**src/design/pshb_pkg.sv**
```systemverilog
// ---------------------------------------------------------------------------
// pshb_pkg
// shared types and constants for the point slice height binning block
// ---------------------------------------------------------------------------
`default_nettype none

package pshb_pkg;

  // command queue between classifier and store engine
  localparam int QUEUE_DEPTH = 4;
  localparam int QUEUE_AW    = 2;
  localparam int CNT_W       = 3;

  // row and column index width carried in a command (largest grid side)
  localparam int IDX_W = 10;

  // rounding of (coord - centre) * scale / 2^18
  localparam int ROUND_SHIFT = 18;

  localparam logic signed [23:0] H_MIN = 24'sh800000;
  localparam logic signed [23:0] H_MAX = 24'sh7fffff;

  typedef enum logic [2:0] {
    REG_CENTER_X    = 3'd0,
    REG_CENTER_Y    = 3'd1,
    REG_CELL_SCALE  = 3'd2,
    REG_SLICE_BASE  = 3'd3,
    REG_SLICE_STEP  = 3'd4,
    REG_SLICE_COUNT = 3'd5,
    REG_ROWS_USED   = 3'd6,
    REG_COLS_USED   = 3'd7
  } reg_idx_t;

  typedef enum logic [1:0] {
    REQ_INSERT = 2'd0,
    REQ_READ   = 2'd1,
    REQ_CLEAR  = 2'd2,
    REQ_NONE   = 2'd3
  } req_kind_t;

  typedef struct packed {
    logic [1:0]         req_type;
    logic signed [23:0] point_x;
    logic signed [23:0] point_y;
    logic signed [23:0] point_z;
    logic [2:0]         cell_slice;
    logic [6:0]         cell_row;
    logic [6:0]         cell_col;
  } req_item_t;

  typedef struct packed {
    logic               in_grid;
    logic signed [23:0] ground_height;
    logic signed [23:0] ceiling_height;
  } rsp_item_t;

  // configuration as seen by the datapath, with clamped sizes
  typedef struct packed {
    logic signed [23:0] center_x;
    logic signed [23:0] center_y;
    logic [15:0]        cell_scale;
    logic signed [23:0] slice_base;
    logic [22:0]        slice_step;
    logic [3:0]         ns;
    logic [7:0]         nr;
    logic [7:0]         nc;
  } cfg_t;

  typedef struct packed {
    req_kind_t          op;
    logic               hit;
    logic [2:0]         slice;
    logic [IDX_W-1:0]   row;
    logic [IDX_W-1:0]   col;
    logic signed [23:0] pz;
  } cmd_t;

endpackage

`default_nettype wire

```
**src/design/pshb_front.sv**
```systemverilog
// ---------------------------------------------------------------------------
// pshb_front
// classifier: maps points to grid cells, checks addresses, queues commands
// ---------------------------------------------------------------------------
`default_nettype none

module pshb_front (
  input  logic                        clk,
  input  logic                        rst,
  input  logic                        req_valid,
  output logic                        req_ready,
  input  pshb_pkg::req_item_t         req_item,
  input  pshb_pkg::cfg_t              cfg,
  input  logic                        init_busy,
  input  logic [pshb_pkg::CNT_W-1:0]  q_count,
  output logic                        push,
  output pshb_pkg::cmd_t              push_cmd
);
  import pshb_pkg::*;

  logic                 accept;
  logic [CNT_W:0]       occ;
  logic signed [16:0]   scale_s;

  logic                 a_valid, b_valid, c_valid;
  req_item_t            a_item, b_item, c_item;
  logic signed [24:0]   a_dx, a_dy;
  logic signed [41:0]   b_px, b_py;
  logic signed [23:0]   c_qx, c_qy;

  logic [25:0]          row_s, col_s;
  logic                 x_in, y_in, rc_ok;
  req_kind_t            op;

  // round half away from zero, arithmetic shift floors
  function automatic logic signed [23:0] round_cells(input logic signed [41:0] p);
    logic signed [41:0] s;
    s = p + (p[41] ? 42'sd131071 : 42'sd131072);
    return s[41:ROUND_SHIFT];
  endfunction

  // space is reserved for every transaction in flight
  assign occ = (CNT_W+1)'(q_count) + (CNT_W+1)'(a_valid) + (CNT_W+1)'(b_valid)
             + (CNT_W+1)'(c_valid);
  assign req_ready = !init_busy && (occ < (CNT_W+1)'(QUEUE_DEPTH));
  assign accept    = req_valid && req_ready;
  assign scale_s   = $signed({1'b0, cfg.cell_scale});

  always_ff @(posedge clk) begin
    if (rst) begin
      a_valid <= 1'b0;
      b_valid <= 1'b0;
      c_valid <= 1'b0;
    end else begin
      a_valid <= accept;
      b_valid <= a_valid;
      c_valid <= b_valid;
    end
  end

  always_ff @(posedge clk) begin
    a_item <= req_item;
    a_dx   <= 25'(req_item.point_x) - 25'(cfg.center_x);
    a_dy   <= 25'(req_item.point_y) - 25'(cfg.center_y);
    b_item <= a_item;
    b_px   <= a_dx * scale_s;
    b_py   <= a_dy * scale_s;
    c_item <= b_item;
    c_qx   <= round_cells(b_px);
    c_qy   <= round_cells(b_py);
  end

  always_comb begin
    row_s = 26'(c_qx) + 26'(cfg.nr[7:1]);
    col_s = 26'(c_qy) + 26'(cfg.nc[7:1]);
    x_in  = !row_s[25] && (row_s[24:0] < 25'(cfg.nr));
    y_in  = !col_s[25] && (col_s[24:0] < 25'(cfg.nc));
    rc_ok = ({1'b0, c_item.cell_slice} < cfg.ns) && ({1'b0, c_item.cell_row} < cfg.nr)
         && ({1'b0, c_item.cell_col} < cfg.nc);
    op    = req_kind_t'(c_item.req_type);

    push_cmd.op    = op;
    push_cmd.slice = c_item.cell_slice;
    push_cmd.pz    = c_item.point_z;
    case (op)
      REQ_INSERT: begin
        push_cmd.hit = x_in && y_in;
        push_cmd.row = row_s[IDX_W-1:0];
        push_cmd.col = col_s[IDX_W-1:0];
      end
      REQ_READ, REQ_CLEAR: begin
        push_cmd.hit = rc_ok;
        push_cmd.row = IDX_W'(c_item.cell_row);
        push_cmd.col = IDX_W'(c_item.cell_col);
      end
      default: begin
        push_cmd.hit = 1'b0;
        push_cmd.row = IDX_W'(c_item.cell_row);
        push_cmd.col = IDX_W'(c_item.cell_col);
      end
    endcase
  end

  assign push = c_valid;

endmodule

`default_nettype wire

```
**config.mk**
```make
export PLATFORM = sky130hd
export DESIGN_NAME = pshb_front
export DESIGN_NICKNAME = d
export VERILOG_FILES = /design/src/design/pshb_pkg.sv /design/src/design/pshb_front.sv
export SDC_FILE = /design/constraint.sdc
export NUM_CORES = 2
export LEC_CHECK = 0
export ABC_AREA = 1
export BUFFER_PORTS_ARGS = -buffer_cell sky130_fd_sc_hd__clkbuf_2
export CAP_MARGIN = 20
export CORE_ASPECT_RATIO = 0.5
export CORE_UTILIZATION = 30
export CTS_CLUSTER_SIZE = 30
export DETAILED_ROUTE_END_ITERATION = 12
export GPL_TIMING_DRIVEN = 0
export SLEW_MARGIN = 20
export SYNTH_ARGS = -nofsm -noshare
export SYNTH_HDL_FRONTEND = slang
export SYNTH_SLANG_ARGS = --single-unit
```
**constraint.sdc**
```tcl
create_clock -name clk -period 13.3 [get_ports clk]
set_input_delay 3.99 -clock clk [delete_from_list [all_inputs] [get_ports clk]]
set_output_delay 3.99 -clock clk [all_outputs]
set_load 0.05 [all_outputs]
```
==> summary.md <==
| Metric | Value |
|---|---|
| Status | finished clean |
| Number of H-tree levels | 2 |
| Final GP Congestion | roughly 0.97 |
| Placement row count | 99 |
| Yosys top cell area share | a little over a third |
| Hold Crit Class | reg2reg |
| Slew Viols, Final | 0 |
| First-pass DRT Iterations | 6 |
| Clock Sinks | 314 |
| Data required time at the worst endpoint | 9.31 ns |
| Setup TNS Final | 0 ns |
| Hold slack | a little under 0.3 ns |
| Synthesized net count | ~7000 |
| Multi-input logic area | roughly 31000 um^2 |
| Layout area overhead | 10.8% |
| Root Buffer | clkbuf_16 |
| Number of vias per cell | 4.47 |
| Die extent in y | 273 um |
| Die Wd | 545 um |
| #FFs+latches synth | roughly 310 |
| Vias in the first global route | 35200 |
| Max-Cap Viols | 0 |
| Worst Skew | 0.0450 ns |
| Synth area leaders | fa_1 36%, dfxtp_1 14%, inv_1 13% |
| Post-route ant nets | 0 |
| Setup bufs post-CTS | 0 |
| Starting density of the core | a little under a third |
| CTS Buf Count | 35 |
| # fillers | 15600 |
| CP startpoint | cfg[9] |
| Main flop type after synthesis | dfxtp_1 |
| Layout cells sized above 1 | 6.16% |
| Number of flops mapped to enable cells by yosys | 0 |
| Final nets | ~7200 |
| CTS Hold Bufs | 0 |
| Worst Setup End Kind | output port |
| Final min period | 11.39 ns |
| Largest net degree at the start of global routing | 20 |
| Initial antenna violation count | 11 |
| Hold path startpoint | a_item[10]$_DFF_P_ |
| Setup CP Type | in2out |
| Cell accounting for the most synthesized area | fa_1 |
| Via count | 35100 |
| Final wirelength | 134 mm |
| Post-route clock period utilization | 85.6% |
| Fmax | 87.8 MHz |
| Synth Cell Area | 44200 um^2 |
| GRT overflow | 0 |
| Iter 0 DRT Violations | 2562 |
| Post_cts resized | 0 |
| I/O pin cnt | 281 |
| Clk pin slew, worst setup/hold paths | 0.07 ns |
| GR Util All Layers | 18.2% |
| CTS tree | yes |
| DRC violations left | 0 |
| Post-synthesis async set-or-reset flop share | 0% |
| Commonest cells in the netlist | 1575 x inv_1, 1336 x nand2_1, 787 x fa_1 |
| Seq/Total Area, Yosys | 14.2% |
| Slew @ Worst Pin | 1.22 ns |
| Unrepaired setup endpoints after global routing | false |
| Synth Instances | 5614 |
| Yosys warns | 0 |
| Routed WL per cell | 17.0 um |
| Seq. cell area | 6290 um^2 |
| Worst R2R Start | a_dx[24]$_DFF_P_ |
| Setup violators final | 0 |
| CP Launch Type | input pin |
| DP Wirelength | approximately 110 mm |
| Slew margin rel. | 18.7% |
| Crit-path max FO | 3 |
| Die footprint | approximately 150000 um^2 |
| Synth unique cells | 52 |
| Most frequent cell after synthesis | inv_1 |
| Avg Inst Size Synth | between 7 and 8 um^2 |
| CP arrival | 7.40 ns |
| Core Area | 146000 um^2 |
| Number of port buffers | 217 |
| Final-report hold violation count | 0 |
| Clock latency on the worst-skew pair | 0.61 ns |
| First-pass GRT wire length | 206 mm |
| Max clock buf depth | 3 |
sequential cells by signal, summed over array words and instances, names as in the netlist, 2 cells and up:
register  flops
a_dx         25
c_qx         24
c_qy         24
b_py         42
op            2
c_item       14
b_item       43
a_item       43
a_dy         25
push_cmd     27
b_px         42
path summary, 6_finish.rpt:
kind / endpoint / slack [ns] / cells past startpoint
min: b_item[10]$_DFF_P_ / 0.29 / 0
max reg2reg: b_px[40]$_DFF_P_ / 6.31 / 22
max: push_cmd[47] / 1.91 / 18
min reg2reg: b_item[10]$_DFF_P_ / 0.29 / 0
placed cells by master, fill, tap and decap left out, drive strengths merged:
cell type | netlist | layout
a2111oi | 1 | 1
nand3 | 119 | 119
o221ai | 4 | 4
o311ai | 1 | 1
nor4b | 1 | 1
a221oi | 1 | 1
o211ai | 11 | 11
fa | 787 | 787
o21a | 6 | 6
clkbuf | 199 | 454
a31o | 1 | 1
buf | 29 | 30
a31oi | 21 | 21
a21boi | 6 | 6
diode | 0 | 3
ha | 333 | 333
inv | 1578 | 1582
xnor2 | 62 | 62
and2 | 1 | 1
nor4 | 9 | 9
nand4 | 37 | 37
nor3 | 34 | 34
o2111ai | 3 | 3
a21o | 20 | 20
a211oi | 4 | 4
clkinvlp | 0 | 7
xor2 | 115 | 115
nand2 | 1354 | 1354
o31ai | 3 | 3
nor2 | 236 | 236
clkinv | 1 | 13
nand3b | 11 | 11
o21bai | 11 | 11
dfxtp | 314 | 314
a21oi | 196 | 196
o21ai | 99 | 99
or2 | 2 | 2
bufinv | 0 | 2
and3 | 4 | 4
kinds of logic after synthesis:
kind of cell,after synthesis,synth area share (%)
and+or+nand+nor,1808,16.5
buffers and inverters,1807,15.6
adders and majority gates,1120,45.1
AOI/OAI and AO/OA,388,5.00
DFF,314,14.2
xor gates and xnor gates,177,3.51
cell type report:
class	instances	area share [%]
Inverter	1579	12.1
Multi-Input combinational cell	3493	63.3
Antenna cell	3	0.0153
Sequential cell	314	12.9
Clock buffer	38	1.83
Clock inverter	25	0.586
Timing Repair Buffer	218	2.24
Tap cell	1969	5.04
Buffer	228	1.98
metal layers:
layer | share of wire, % | GRT usage (%)
met1 | 46 | 26.1
met3 | 9.6 | 3.98
met5 | 0.019 | 0
met4 | 2.6 | 4.73
met2 | 42 | 27.5
metrics by stage:
stage / cell area (um^2) / worst slack [ns] / cells / util (%)
2_1_floorplan: 44200 / 2.02 / 5614 / -
3_3_place_gp: 47700 / 1.79 / 7800 / 32.7
3_5_place_dp: 47700 / 1.80 / 7801 / 32.7
4_1_cts: 48900 / 1.79 / 7864 / 33.5
5_1_grt: 48900 / 1.66 / 7866 / 33.5
6_report: 48900 / 1.91 / 7867 / 33.5
worst max-delay path, cell delays in order:
cell	delay (ns)
clkbuf_2	0.14
ha_1	0.25
fa_1	0.43
nand3_1	0.11
nand3_1	0.14
xor2_1	0.32
inv_1	0.08
ha_1	0.29
nand2_1	0.09
nor2_1	0.05
a211oi_1	0.17
nor2_1	0.07
nor2_1	0.08
nand2_1	0.06
nor3_1	0.48
nand3_1	0.18
a21oi_1	0.16
clkbuf_2	0.29
Power is not shown: default switching activity piles up to over one toggle a cycle in this logic, so the estimate is an artifact.
